--- src/rtl/core/uer_pkg.sv ---
// shared types, register map and constants of the ultrasonic echo ranger
package uer_pkg;

  localparam int CNT_BITS_DEF = 16;
  localparam int ADDR_W       = 4;
  localparam int DATA_W       = 32;

  // register map, word index of paddr
  typedef enum logic [1:0] {
    REG_TIMEOUT    = 2'd0,
    REG_MIN_STABLE = 2'd1,
    REG_MIN_DIST   = 2'd2,
    REG_MAX_DIST   = 2'd3
  } reg_idx_t;

  localparam logic [15:0] TIMEOUT_RST    = 16'd30000;
  localparam logic [15:0] MIN_STABLE_RST = 16'd0;
  localparam logic [18:0] MIN_DIST_RST   = 19'd512;
  localparam logic [18:0] MAX_DIST_RST   = 19'd102400;

  // status codes
  localparam logic [2:0] ST_IDLE    = 3'd0;
  localparam logic [2:0] ST_RISING  = 3'd1;
  localparam logic [2:0] ST_FALLING = 3'd2;
  localparam logic [2:0] ST_DONE    = 3'd3;
  localparam logic [2:0] ST_TIMEOUT = 3'd4;
  localparam logic [2:0] ST_RANGE   = 3'd5;

  localparam logic [3:0] TRIG_LOW_TICKS  = 4'd2;
  localparam logic [3:0] TRIG_HIGH_TICKS = 4'd10;

  // distance = width * 281 >> 6 in 1/256 cm
  localparam logic [8:0] DIST_MUL   = 9'd281;
  localparam int         DIST_SHIFT = 6;
  localparam int         PROD_W     = 25;

  typedef struct packed {
    logic start_req;
    logic echo_level;
  } item_t;

  typedef struct packed {
    logic        trigger_level;
    logic        busy_res;
    logic [2:0]  status;
    logic [15:0] echo_time;
    logic [18:0] distance_q8;
    logic        finished;
  } res_t;

  typedef struct packed {
    logic [15:0] limit_us;
    logic [15:0] min_stable_echo_us;
    logic [18:0] min_distance_q8;
    logic [18:0] max_distance_q8;
  } cfg_t;

endpackage

--- src/rtl/core/uer_cfg.sv ---
// apb configuration registers of the echo ranger
module uer_cfg (
  input  logic                       clk,
  input  logic                       rst,
  input  logic                       psel,
  input  logic                       penable,
  input  logic                       pwrite,
  input  logic [uer_pkg::ADDR_W-1:0] paddr,
  input  logic [uer_pkg::DATA_W-1:0] pwdata,
  output logic [uer_pkg::DATA_W-1:0] prdata,
  output logic                       pready,
  output uer_pkg::cfg_t              cfg
);
  import uer_pkg::*;

  reg_idx_t idx;
  logic     wr_en;

  assign idx    = reg_idx_t'(paddr[ADDR_W-1:2]);
  assign pready = 1'b1;
  assign wr_en  = psel && penable && pwrite && pready;

  always_ff @(posedge clk) begin
    if (rst) begin
      cfg.limit_us           <= TIMEOUT_RST;
      cfg.min_stable_echo_us <= MIN_STABLE_RST;
      cfg.min_distance_q8    <= MIN_DIST_RST;
      cfg.max_distance_q8    <= MAX_DIST_RST;
    end else if (wr_en) begin
      unique case (idx)
        REG_TIMEOUT:    cfg.limit_us           <= pwdata[15:0];
        REG_MIN_STABLE: cfg.min_stable_echo_us <= pwdata[15:0];
        REG_MIN_DIST:   cfg.min_distance_q8    <= pwdata[18:0];
        REG_MAX_DIST:   cfg.max_distance_q8    <= pwdata[18:0];
        default: ;
      endcase
    end
  end

  always_comb begin
    unique case (idx)
      REG_TIMEOUT:    prdata = DATA_W'(cfg.limit_us);
      REG_MIN_STABLE: prdata = DATA_W'(cfg.min_stable_echo_us);
      REG_MIN_DIST:   prdata = DATA_W'(cfg.min_distance_q8);
      REG_MAX_DIST:   prdata = DATA_W'(cfg.max_distance_q8);
      default:        prdata = '0;
    endcase
  end

endmodule

--- src/rtl/core/uer_ctrl.sv ---
// ranging sequencer: trigger pulse, echo edge timing and distance check per tick
module uer_ctrl #(
  parameter int COUNTER_BITS = uer_pkg::CNT_BITS_DEF
) (
  input  logic           clk,
  input  logic           rst,
  input  logic           step,
  input  uer_pkg::item_t item,
  input  uer_pkg::cfg_t  cfg,
  output uer_pkg::res_t  res
);
  import uer_pkg::*;

  localparam int TW = (COUNTER_BITS > 16) ? COUNTER_BITS : 16;
  localparam logic [COUNTER_BITS-1:0] CNT_MAX = {COUNTER_BITS{1'b1}};

  typedef enum logic [2:0] {
    PH_IDLE      = 3'd0,
    PH_WAIT_LOW  = 3'd1,
    PH_TRIG_LOW  = 3'd2,
    PH_TRIG_HIGH = 3'd3,
    PH_WAIT_RISE = 3'd4,
    PH_WAIT_FALL = 3'd5
  } phase_t;

  phase_t                  phase, phase_next;
  logic [COUNTER_BITS-1:0] tick_count, tick_count_next;
  logic [3:0]              trigger_count, trigger_count_next;
  logic [COUNTER_BITS-1:0] pulse_start, pulse_start_next;
  logic [15:0]             last_short_echo, last_short_echo_next;
  logic [2:0]              status_reg, status_reg_next;
  logic [15:0]             echo_time_reg, echo_time_reg_next;
  logic [18:0]             distance_reg, distance_reg_next;

  logic                    timed_out;
  logic [COUNTER_BITS-1:0] tick_adv;
  logic [COUNTER_BITS-1:0] diff;
  logic [15:0]             width;
  logic [PROD_W-1:0]       prod;
  logic [18:0]             range_q8;
  logic [3:0]              trig_inc;
  logic                    fin;

  assign timed_out = (TW'(tick_count) >= TW'(cfg.limit_us)) || (tick_count == CNT_MAX);
  assign tick_adv  = (tick_count == CNT_MAX) ? tick_count : tick_count + 1'b1;
  assign diff      = tick_count - pulse_start;
  assign width     = (diff > COUNTER_BITS'(16'hFFFF)) ? 16'hFFFF : 16'(diff);
  assign prod      = PROD_W'(width) * PROD_W'(DIST_MUL);
  assign range_q8  = 19'(prod >> DIST_SHIFT);
  assign trig_inc  = trigger_count + 4'd1;

  always_comb begin
    phase_next           = phase;
    tick_count_next      = tick_count;
    trigger_count_next   = trigger_count;
    pulse_start_next     = pulse_start;
    last_short_echo_next = last_short_echo;
    status_reg_next      = status_reg;
    echo_time_reg_next   = echo_time_reg;
    distance_reg_next    = distance_reg;
    fin                  = 1'b0;
    unique case (phase)
      PH_IDLE: begin
        if (item.start_req) begin
          phase_next           = PH_WAIT_LOW;
          tick_count_next      = '0;
          last_short_echo_next = '0;
          echo_time_reg_next   = '0;
          status_reg_next      = ST_RISING;
        end
      end
      PH_WAIT_LOW: begin
        if (!item.echo_level) begin
          phase_next         = PH_TRIG_LOW;
          trigger_count_next = '0;
        end else if (timed_out) begin
          status_reg_next = ST_TIMEOUT;
          phase_next      = PH_IDLE;
          fin             = 1'b1;
        end else begin
          tick_count_next = tick_adv;
        end
      end
      PH_TRIG_LOW: begin
        trigger_count_next = trig_inc;
        if (trig_inc >= TRIG_LOW_TICKS) begin
          phase_next         = PH_TRIG_HIGH;
          trigger_count_next = '0;
        end
      end
      PH_TRIG_HIGH: begin
        trigger_count_next = trig_inc;
        if (trig_inc >= TRIG_HIGH_TICKS) begin
          phase_next         = PH_WAIT_RISE;
          trigger_count_next = '0;
          tick_count_next    = '0;
        end
      end
      PH_WAIT_RISE: begin
        if (timed_out) begin
          status_reg_next    = (last_short_echo != '0) ? ST_RANGE : ST_TIMEOUT;
          echo_time_reg_next = last_short_echo;
          phase_next         = PH_IDLE;
          fin                = 1'b1;
        end else begin
          if (item.echo_level) begin
            pulse_start_next = tick_count;
            status_reg_next  = ST_FALLING;
            phase_next       = PH_WAIT_FALL;
          end
          tick_count_next = tick_adv;
        end
      end
      PH_WAIT_FALL: begin
        if (item.echo_level) begin
          if (timed_out) begin
            status_reg_next    = ST_TIMEOUT;
            echo_time_reg_next = width;
            phase_next         = PH_IDLE;
            fin                = 1'b1;
          end else begin
            tick_count_next = tick_adv;
          end
        end else begin
          echo_time_reg_next = width;
          if (width < cfg.min_stable_echo_us) begin
            // short pulse: remember it and keep listening
            last_short_echo_next = width;
            status_reg_next      = ST_RISING;
            phase_next           = PH_WAIT_RISE;
            tick_count_next      = tick_adv;
          end else begin
            if (range_q8 >= cfg.min_distance_q8 && range_q8 <= cfg.max_distance_q8) begin
              distance_reg_next = range_q8;
              status_reg_next   = ST_DONE;
            end else begin
              status_reg_next = ST_RANGE;
            end
            phase_next = PH_IDLE;
            fin        = 1'b1;
          end
        end
      end
      default: phase_next = PH_IDLE;
    endcase
  end

  always_comb begin
    res.trigger_level = (phase == PH_TRIG_HIGH);
    res.busy_res      = (status_reg_next == ST_RISING) || (status_reg_next == ST_FALLING);
    res.status        = status_reg_next;
    res.echo_time     = echo_time_reg_next;
    res.distance_q8   = distance_reg_next;
    res.finished      = fin;
  end

  always_ff @(posedge clk) begin
    if (rst) begin
      phase           <= PH_IDLE;
      tick_count      <= '0;
      trigger_count   <= '0;
      pulse_start     <= '0;
      last_short_echo <= '0;
      status_reg      <= ST_IDLE;
      echo_time_reg   <= '0;
      distance_reg    <= '0;
    end else if (step) begin
      phase           <= phase_next;
      tick_count      <= tick_count_next;
      trigger_count   <= trigger_count_next;
      pulse_start     <= pulse_start_next;
      last_short_echo <= last_short_echo_next;
      status_reg      <= status_reg_next;
      echo_time_reg   <= echo_time_reg_next;
      distance_reg    <= distance_reg_next;
    end
  end

endmodule

--- src/rtl/core/uer_outbuf.sv ---
// result register with skid stage
module uer_outbuf (
  input  logic          clk,
  input  logic          rst,
  input  logic          push,
  input  uer_pkg::res_t push_data,
  output logic          full,
  output logic          result_valid,
  input  logic          result_stall,
  output uer_pkg::res_t result
);
  import uer_pkg::*;

  logic skid_valid;
  res_t skid;
  logic pop;

  assign pop  = result_valid && !result_stall;
  assign full = skid_valid;

  always_ff @(posedge clk) begin
    if (rst) begin
      result_valid <= 1'b0;
      skid_valid   <= 1'b0;
    end else begin
      if (!result_valid || pop) begin
        if (skid_valid) begin
          result       <= skid;
          result_valid <= 1'b1;
          skid_valid   <= push;
          skid         <= push_data;
        end else begin
          result       <= push_data;
          result_valid <= push;
        end
      end else if (push) begin
        skid       <= push_data;
        skid_valid <= 1'b1;
      end
    end
  end

endmodule

--- src/rtl/core/ultrasonic_echo_ranger_core.sv ---
// top level of the ultrasonic echo ranger
// usage:
// - item channel (item_valid / item_stall / item) carries one microsecond tick:
//   the sampled echo level and a start request; every tick must be sent
// - result channel (result_valid / result_stall / result) returns one result
//   per tick: trigger pin level, busy, status, echo width, distance, finished
// - apb port sets timeout, minimum stable echo width and the distance window;
//   write it only while no tick is in flight
// - an accepted tick is held in the input register, then its result goes to the
//   result register, or to the skid stage while the receiver stalls
// - throughput: one tick per cycle while item_stall is low
// - when the receiver stalls, the skid stage takes one more result, then
//   item_stall rises until the result register drains
// - reset clears the sequencer to idle, status to idle, widths and distance
//   to zero, and the configuration to its defaults
module ultrasonic_echo_ranger_core #(
  parameter int COUNTER_BITS = uer_pkg::CNT_BITS_DEF
) (
  input  logic                       clk,
  input  logic                       rst,
  input  logic                       item_valid,
  output logic                       item_stall,
  input  uer_pkg::item_t             item,
  output logic                       result_valid,
  input  logic                       result_stall,
  output uer_pkg::res_t              result,
  input  logic                       psel,
  input  logic                       penable,
  input  logic                       pwrite,
  input  logic [uer_pkg::ADDR_W-1:0] paddr,
  input  logic [uer_pkg::DATA_W-1:0] pwdata,
  output logic [uer_pkg::DATA_W-1:0] prdata,
  output logic                       pready
);
  import uer_pkg::*;

  cfg_t  cfg;
  item_t item_q;
  logic  item_q_valid;
  logic  full;
  logic  push;
  logic  accept;
  res_t  res;

  assign item_stall = item_q_valid && full;
  assign accept     = item_valid && !item_stall;
  assign push       = item_q_valid && !full;

  always_ff @(posedge clk) begin
    if (rst) begin
      item_q_valid <= 1'b0;
    end else begin
      item_q_valid <= accept || (item_q_valid && full);
    end
  end

  always_ff @(posedge clk) begin
    if (accept) begin
      item_q <= item;
    end
  end

  uer_cfg u_cfg (
    .clk     (clk),
    .rst     (rst),
    .psel    (psel),
    .penable (penable),
    .pwrite  (pwrite),
    .paddr   (paddr),
    .pwdata  (pwdata),
    .prdata  (prdata),
    .pready  (pready),
    .cfg     (cfg)
  );

  uer_ctrl #(
    .COUNTER_BITS (COUNTER_BITS)
  ) u_ctrl (
    .clk  (clk),
    .rst  (rst),
    .step (push),
    .item (item_q),
    .cfg  (cfg),
    .res  (res)
  );

  uer_outbuf u_outbuf (
    .clk          (clk),
    .rst          (rst),
    .push         (push),
    .push_data    (res),
    .full         (full),
    .result_valid (result_valid),
    .result_stall (result_stall),
    .result       (result)
  );

endmodule

--- config.mk ---
export PLATFORM = sky130hd
export DESIGN_NAME = ultrasonic_echo_ranger_core
export DESIGN_NICKNAME = d
export VERILOG_FILES = /design/src/rtl/core/uer_pkg.sv /design/src/rtl/core/uer_cfg.sv /design/src/rtl/core/uer_ctrl.sv /design/src/rtl/core/uer_outbuf.sv /design/src/rtl/core/ultrasonic_echo_ranger_core.sv
export SDC_FILE = /design/constraint.sdc
export NUM_CORES = 1
export LEC_CHECK = 0
export BUFFER_PORTS_ARGS = -buffer_cell sky130_fd_sc_hd__buf_2
export CAP_MARGIN = 20
export CORE_MARGIN = 3
export CORE_UTILIZATION = 50
export CTS_CLUSTER_DIAMETER = 50
export DETAILED_ROUTE_END_ITERATION = 12
export GPL_ROUTABILITY_DRIVEN = 0
export HOLD_SLACK_MARGIN = 0.15
export PLACE_DENSITY = 0.67
export REMOVE_ABC_BUFFERS = 1
export SLEW_MARGIN = 20
export SYNTH_ARGS = -nofsm -noshare
export SYNTH_HDL_FRONTEND = slang
export SYNTH_HIERARCHICAL = 1
export SYNTH_SLANG_ARGS = --single-unit
--- constraint.sdc ---
create_clock -name clk -period 7.98 [get_ports clk]
set_input_delay 0.399 -clock clk [delete_from_list [all_inputs] [get_ports clk]]
set_output_delay 0.399 -clock clk [all_outputs]
set_load 0.01 [all_outputs]
# After elaboration in Yosys (flattened, before gate mapping)

Cells that the tools add are included.
Widths: inputs -> output; s select.

Add/sub/neg operators: 3
Multiply operators: 1
Magnitude comparators: 7
Eq/ne operators: 21
Mux-type cells: 59
Bitwise logic cells: 2
Reduce and logical (&&, ||, !) cells: 33

Operators by type and width:

| cell                  | count |
|---|---|
| $mux 16               | 14 |
| $mux 41               | 4 |
| $pmux 32 s4           | 1 |
| $pmux 16 s5           | 1 |
| $mux 19               | 4 |
| $mux 3                | 17 |
| $pmux 16 s3           | 1 |
| $pmux 16 s2           | 1 |
| $mul 16x9->25 const B | 1 |
| $ge 19x19->1          | 1 |
| $le 19x19->1          | 1 |
| $pmux 3 s6            | 1 |
| $add 16x1->16 const B | 1 |
| $eq 16x16->1 const B  | 1 |
| $ge 16x16->1          | 1 |
| $gt 16x16->1 const B  | 1 |
| $lt 16x16->1          | 1 |
| $reduce_bool 16->1    | 1 |
| $sub 16x16->16        | 1 |
| $mux 4                | 3 |
| $pmux 3 s4            | 1 |
| $pmux 4 s3            | 1 |
| $ne 2x2->1 const B    | 5 |
| $reduce_and 2->1      | 5 |
| 25 further kinds      | 57 |

Bits in registers: 250
Input port bits: 45
Word-level logic and storage cells: 155

# Depth between registers and ports, before layout

Gate-level depths: netlist of run 1.

Depth after elaboration: 14
Mapped depth: 36
Mapped depth without buffers: 36

# Hierarchy

Netlist of run 1, hierarchy kept.

By module, submodules not included:

| module                      | instances | cells each | area an instance (µm²) |
|---|---|---|---|
| uer_ctrl                    | 1         | 1148       | 9258.9 |
| uer_cfg                     | 1         | 332        | 3445.8 |
| uer_outbuf                  | 1         | 139        | 3253.1 |
| ultrasonic_echo_ranger_core | 1         | 8          | 115.1 |

# Worst setup path before layout of run 1

Ideal clock, no wire load.

Kind: reg2reg
From: register u_ctrl.tick_count[0]
To: register, netlist name u_outbuf/result[19]
Setup time: 0.260 ns
Arrival time: 8.150 ns
Path slack: -0.431 ns
Cell stages (with the launch flop): 35
Buffers on the path: 1
Clock period less this slack: 8.411 ns
Path through: dfxtp_1 -> inv_1 -> ha_1 -> inv_1 -> fa_1 -> a21o_1 -> a221o_1 -> a311oi_4 -> nor2_1 -> nor3_1 -> a2bb2oi_1 -> ha_1 -> ha_1 -> inv_1 -> fa_1 -> fa_1 -> inv_1 -> ha_1 -> a21o_1 -> a21oi_1 -> nand4_1 -> a31o_2 -> a21oi_1 -> xnor2_1 -> ha_1 -> a21oi_1 -> nor2b_1 -> o21ai_0 -> nand2b_1 -> a2111oi_0 -> o311ai_0 -> a211oi_1 -> buf_2 -> mux2_2 -> mux2_4

RTL lines:

| element                | line            | RTL |
|---|---|---|
| from (decl)            | uer_ctrl.sv:27  | `logic [COUNTER_BITS-1:0] tick_count, tick_count_next;` |
| from (signal assigned) | uer_ctrl.sv:169 | `tick_count <= tick_count_next;` |

==> reports/results.ini, run 1 <==
[outcome]
status=finished with violations
failed_checks=negative setup slack

[timing]
final_hold_viol_count=0
finalCriticalPeriod_ns=8.068
skew_ns=0.02147
fin_crit_sh=1.011
tns_ns=-1.199
setup_slack_ns=-0.08765
setup_viol=19
rsz0062_at_grt=true
drv_slew=0
tightest_slew_ns=1.074
clock.fmax_mhz=124.0
maxSlewHeadroom=0.2837

[setup_path]
cpPeakStageDelay_ns=0.46
crit_arrival_ns=8.38
r2r_start=u_ctrl/tick_count[0]$_SDFFE_PP0P_
cp-end-kind=register
cp-start-kind=register
cp.required_ns=8.30
critPathLaunch=u_ctrl/tick_count[0]$_SDFFE_PP0P_
cp_common_cell=ha_4
slowest_stage=fa_1
crit_type=register to register
crit_fanout=7

[drt]
vias=12976
first_pass_iters=5
drc_errors=0
drt_iter0_drc=1020
wl_um=43040
viasPerCell=5.709
antenna_left=0
routedWlPerCell_um=18.94

[synthesis]
syn_area_mm2=0.01607
yosys.area.top_type=dfxtp_1
synth-edff-count=84
yosys-top-cells-area=dfxtp_1, edfxtp_1, ha_1, mux2i_1, mux2_4
syn_inst=1627
ys_seq_area_frac=0.3637
ys_ff_latch=250
synth_area_per_cell_um2=9.879
synth.yosys.warnings=6
synth_top_area_share=0.2068
ys_types=82
synthArstFlopShare=0
ys.flop_type=dfxtp_1

[clock_network]
cts_buffers=31
clk_latency_ns=0.57
clock_sinks=250
tritoncts=built
clockBufferDepth=3
clk_pin_slew_ns=0.06
cts-htree-levels=1
root_buffer=clkbuf_16

[floorplanning]
initial_core_util=0.5080
die_w_um=185.3
die_h_um=185.3
ios=121
die-area_mm2=0.03433
coreArea_mm2=0.03164
rows=65

[power]
power.switching_mw=3.334
switching_share=0.4129
combPwrFrac=0.655
ir_drop_v=0.0004694
p_per_area_mw_per_mm2=408.0
leakagePower_nw=8.549
intPower_mw=4.740
pwr-share-clk=0.176
p_seq_frac=0.169

[global_route]
grt_max_degree=117
grt_pass1_vias=12309
antenna_found_initial=0
grt-ovfl-total=0
grt_pass1_wl_um=66030
grtUsageTotal=0.2391

[placed_design]
port_buffers=91
dp_hpwl_um=30000
dpl.cell_count=2167

[job]
drv_cap=0

[cells_and_area]
largest_register_ffs=70
fin_nets=2063
n_antenna_cell=0
final_cells=2273
largestRegisters=u_cfg/cfg x70, u_outbuf/result x41, u_outbuf/skid x41
fillers=2522
syn2layout_area_growth_pct=23.10
final_cell_mix=dfxtp_1, inv_1, buf_4, ha_1, nor2_1
top_register=u_cfg/cfg
layout_commonest_cell=dfxtp_1
drive_gt1_frac=0.2678

[min_path]
worstHoldPathType=primary input to register
holdCritStartpoint=pwdata[11]

==> cells in the mapped netlist (4+ instances only) <==
master	instances
dfxtp_1	166
inv_1	155
ha_1	147
nor2_1	123
a21oi_1	93
edfxtp_1	84
mux2i_1	82
nand2b_1	72
o21ai_0	69
nand2_1	65
clkbuf_1	43
mux2_4	39
nor2b_1	36
a211oi_1	34
nand3_1	31
nor3_1	30
xnor2_1	25
fa_1	24
mux2_2	21
buf_2	19
buf_4	19
a22o_1	16
mux4_2	16
xor2_1	16
a21o_1	12
and3_1	12
nand4_1	12
o21a_1	12
and2_1	11
a222oi_1	10
o21ai_1	10
nand3b_1	9
a21boi_0	7
a221oi_1	7
nor4_1	7
o211ai_1	7
or2_2	7
a2111oi_0	4
a22oi_1	4
and4_1	4
buf_12	4
buf_6	4
o21bai_1	4
==> layer usage <==
metal	vias to the layer above	part of all wire	global-route usage	wire, um
met5	-	0	0	0
met4	0	0.023	0.05492	983
met3	78	0.057	0.03044	2472
met2	404	0.47	0.3931	20090
met1	6292	0.45	0.3378	19490
li1	6202	-	-	-
==> metrics by stage <==
step	total power [mW]	area (um^2)	setup WS [ns]	util	hold slack, ns
after floorplan	3.693	15590	-2.857	-	0.4278
after global placement	5.272	17560	-0.2918	0.5550	0.4395
after detailed placement	5.438	17570	-0.5279	0.5554	0.4460
after CTS	7.216	19190	0.002429	0.6066	0.1701
after global routing	8.537	19790	-0.2878	0.6254	0.1990
final	8.074	19790	-0.08765	0.6254	0.1794
==> critical path, delay by kind of cell (launching register included) <==
kind                       cells  cell delay, ns
muxes                          2            0.59
AOI/OAI and AO/OA             13            2.72
buffers and inverters          7            0.95
xor gates and xnor gates       2            0.34
adders and majority gates      8            2.31
and+or+nand+nor                5            0.56
DFF                            1            0.32
==> final timing paths <==
check / endpoint / slack [ns] / depth (start not counted)
hold reg to reg: u_ctrl/distance_reg[8]$_SDFFE_PP0P_ / 0.46 / 2
setup reg to reg: u_outbuf/result[14]$_DFFE_PP_ / -0.09 / 37
setup / recovery: u_outbuf/result[14]$_DFFE_PP_ / -0.09 / 37
hold / removal: u_cfg/cfg[30]$_SDFFE_PP0P_ / 0.18 / 3
==> cell type report <==
type                            count  area [um^2]  area share
Clock buffer                       38        855.8     0.04325
Sequential cell                   250         5849      0.2956
Tap cell                          402        503.0     0.02542
Clock inverter                     19        188.9    0.009548
Inverter                          155        581.8     0.02940
Multi-Input combinational cell   1145         9886      0.4996
Timing Repair Buffer              264         1922     0.09713
==> logic make-up after synthesis <==
group           after synthesis  share of synthesized area
compound gates              324                     0.1333
fa+ha+maj                   171                     0.1443
mux                         158                     0.1246
other cells                   2                  0.0004672
xor+xnor                     42                    0.02335
buf+inv                     244                    0.06882
simple gates                436                     0.1414
flops                       250                     0.3637
==> power groups by stage <==
stage	clock (mW)	sequential, mW	combinational, mW
floorplan	0	1.40	2.29
global placement	0	1.39	3.88
detailed placement	0	1.39	4.05
CTS	1.44	1.36	4.41
global route	1.49	1.37	5.68
finish	1.42	1.36	5.29
==> repair_timing <==
item / CTS / global route
setup endpoints to repair: 64 / 64
cloned: 2 / 2
hold buffers: 15 / 0
resized for setup: 49 / 87
pin swaps: 33 / 74
setup buffers: 15 / 17
endpoints found under the hold margin: 21 / 0
(Power assumes the default switching activity.)
==> run 2: changes to the inputs <==
--- a/config.mk
+++ b/config.mk
@@ -12,6 +12,7 @@
 export CTS_CLUSTER_DIAMETER = 50
 export DETAILED_ROUTE_END_ITERATION = 12
 export GPL_ROUTABILITY_DRIVEN = 0
+export GPL_TIMING_DRIVEN = 0
 export HOLD_SLACK_MARGIN = 0.15
 export PLACE_DENSITY = 0.67
 export REMOVE_ABC_BUFFERS = 1
@@ -20,3 +21,4 @@
 export SYNTH_HDL_FRONTEND = slang
 export SYNTH_HIERARCHICAL = 1
 export SYNTH_SLANG_ARGS = --single-unit
+export TNS_END_PERCENT = 30
==> reports/results.ini, run 2 (synthesis gave the netlist of run 1 again) <==
[drt]
antenna_left=0  ; unchanged
vias=12713  ; -2.0%
wl_um=42360  ; -1.6%
drt_iter0_drc=953  ; -6.6%
viasPerCell=5.805  ; +1.7%
first_pass_iters=6  ; +1
routedWlPerCell_um=19.34  ; +2.2%
drc_errors=0  ; unchanged

[outcome]
failed_checks=negative setup slack
status=finished with violations

[timing]
finalCriticalPeriod_ns=8.415  ; +0.3476 ns
skew_ns=0.02309  ; +0.001618 ns
rsz0062_at_grt=true
clock.fmax_mhz=118.8  ; -4.1%
drv_slew=0  ; unchanged
setup_viol=60  ; +41
setup_slack_ns=-0.4352  ; -0.3476 ns
whs_ns=0.1689  ; -0.01052 ns
fin_crit_sh=1.055  ; +0.04355
final_hold_viol_count=0  ; unchanged
tightest_slew_ns=1.101  ; +0.02675 ns
maxSlewHeadroom=0.2638  ; -0.01989

[global_route]
gr-usage-met3=0.03751  ; +0.007070
grt_max_degree=128  ; +9.4%
antenna_found_initial=0  ; unchanged
grt_busiest_layer=met2
grt-ovfl-total=0  ; unchanged
grt_use_met2=0.3996  ; +0.006472
grtUsageTotal=0.2386  ; -0.0004881
use_met1=0.3216  ; -0.01616
grt_pass1_vias=12384  ; +0.61%
grt_pass1_wl_um=65980  ; about the same

[cells_and_area]
fillers=2488  ; -1.3%
drive_gt1_frac=0.2472  ; -0.02057
n_antenna_cell=0  ; unchanged
syn2layout_area_growth_pct=22.02
final_cells=2190  ; -3.7%
design_area_mm2=0.01961  ; -0.88%
utilization=0.6199  ; -0.005497
layout_commonest_cell=dfxtp_1
final_cell_mix=dfxtp_1, inv_1, ha_1, nor2_1, buf_2
fin_nets=1978  ; -4.1%
top_register=u_cfg/cfg
largestRegisters=u_cfg/cfg x70, u_outbuf/result x41, u_outbuf/skid x41
largest_register_ffs=70  ; unchanged

[min_path]
hold_depth=3  ; unchanged
worstHoldPathType=primary input to register

[floorplanning]
die-area_mm2=0.03433  ; unchanged
die_h_um=185.3  ; unchanged
rows=65  ; unchanged
ios=121  ; unchanged
coreArea_mm2=0.03164  ; unchanged
initial_core_util=0.5080  ; unchanged
die_w_um=185.3  ; unchanged

[placed_design]
place_ws_ns=-2.572  ; -2.045 ns
port_buffers=91  ; unchanged
dpl.cell_count=2054  ; -5.2%
postPlaceCellArea_mm2=0.01684  ; -4.1%
dp_hpwl_um=27710  ; -7.6%

[setup_path]
cpPeakStageDelay_ns=0.55  ; +0.09 ns
worstRegToRegCells=34  ; -8.1%
crit_fanout=5  ; -2
slowest_stage=fa_1
crit_arrival_ns=8.67  ; +0.29 ns
cp-start-kind=register
crit_type=register to register
cp.required_ns=8.23  ; -0.07 ns
reg2reg_slack_ns=-0.44  ; -0.35 ns
cp-end-kind=register
cp_common_cell=ha_4

[clock_network]
cts_buffers=34  ; +9.7%
clockBufferDepth=3  ; unchanged
root_buffer=clkbuf_16
clk_pin_slew_ns=0.05  ; about the same
clock_sinks=250  ; unchanged
clk_latency_ns=0.52  ; -0.05 ns
tritoncts=built
cts-htree-levels=2  ; +1

[power]
p_per_area_mw_per_mm2=407.8  ; about the same
leakagePower_nw=8.231  ; -3.7%
ir_drop_v=0.0004058  ; -14%

[job]
drv_cap=0  ; unchanged

==> run 2: power breakdown <==
group	leakage (nW)	total, mW	switching, mW	internal [mW]
registers	2.16	1.37	0.0246	1.34
clock network	0.552	1.53	0.581	0.946
logic	5.52	5.10	2.86	2.24
==> run 2: worst paths after layout <==
path	endpoint	startpoint
max	u_outbuf/result[8]$_DFFE_PP_	u_ctrl/tick_count[0]$_SDFFE_PP0P_
min reg2reg	u_ctrl/distance_reg[9]$_SDFFE_PP0P_	u_ctrl/distance_reg[9]$_SDFFE_PP0P_
min	u_cfg/cfg[67]$_SDFFE_PP1P_	pwdata[13]
max reg2reg	u_outbuf/result[8]$_DFFE_PP_	u_ctrl/tick_count[0]$_SDFFE_PP0P_
==> run 2: metal layers <==
| metal | vias to the layer above | share of wire |
|---|---|---|
| met3 | 88 | 0.058 |
| met5 | - | 0 |
| li1 | 6046 | - |
| met2 | 387 | 0.47 |
| met1 | 6192 | 0.44 |
| met4 | 0 | 0.028 |
==> run 2: worst max-delay path: cells and delay by family (launching register included) <==
family | cells | cell delay, ns
compound gates | 9 | 2.40
xor+xnor | 2 | 0.49
fa+ha+maj | 8 | 2.65
buf+inv | 7 | 0.84
flops | 1 | 0.35
mux | 2 | 0.57
simple gates | 6 | 0.84
==> run 2: repair_timing <==
action / 4_1_cts / 5_1_grt
gates resized for setup: 135 / 50
hold endpoints to repair: 8 / 0
setup buffers: 37 / 28
hold buffers: 8 / 0
cloned: 1 / 0
pin swaps: 60 / 52
endpoints found under the setup margin: 65 / 64
==> run 2: per-stage QoR <==
step	total power, mW	TNS, ns
after floorplan	3.693	-123.17
after global placement	4.498	-328.74
after detailed placement	4.672	-129.12
after CTS	7.273	-3.317
after global routing	8.416	-26.61
final	7.999	-14.62
==> run 2: layout make-up <==
class,count,area [um^2],share of cell area
Clock buffer,48,997.2,0.05085
Inverter,155,584.3,0.02979
Timing Repair Buffer,176,1290,0.06577
Clock inverter,14,148.9,0.007592
Multi-Input combinational cell,1145,10220,0.5212
Sequential cell,250,5867,0.2991
Tap cell,402,503.0,0.02565
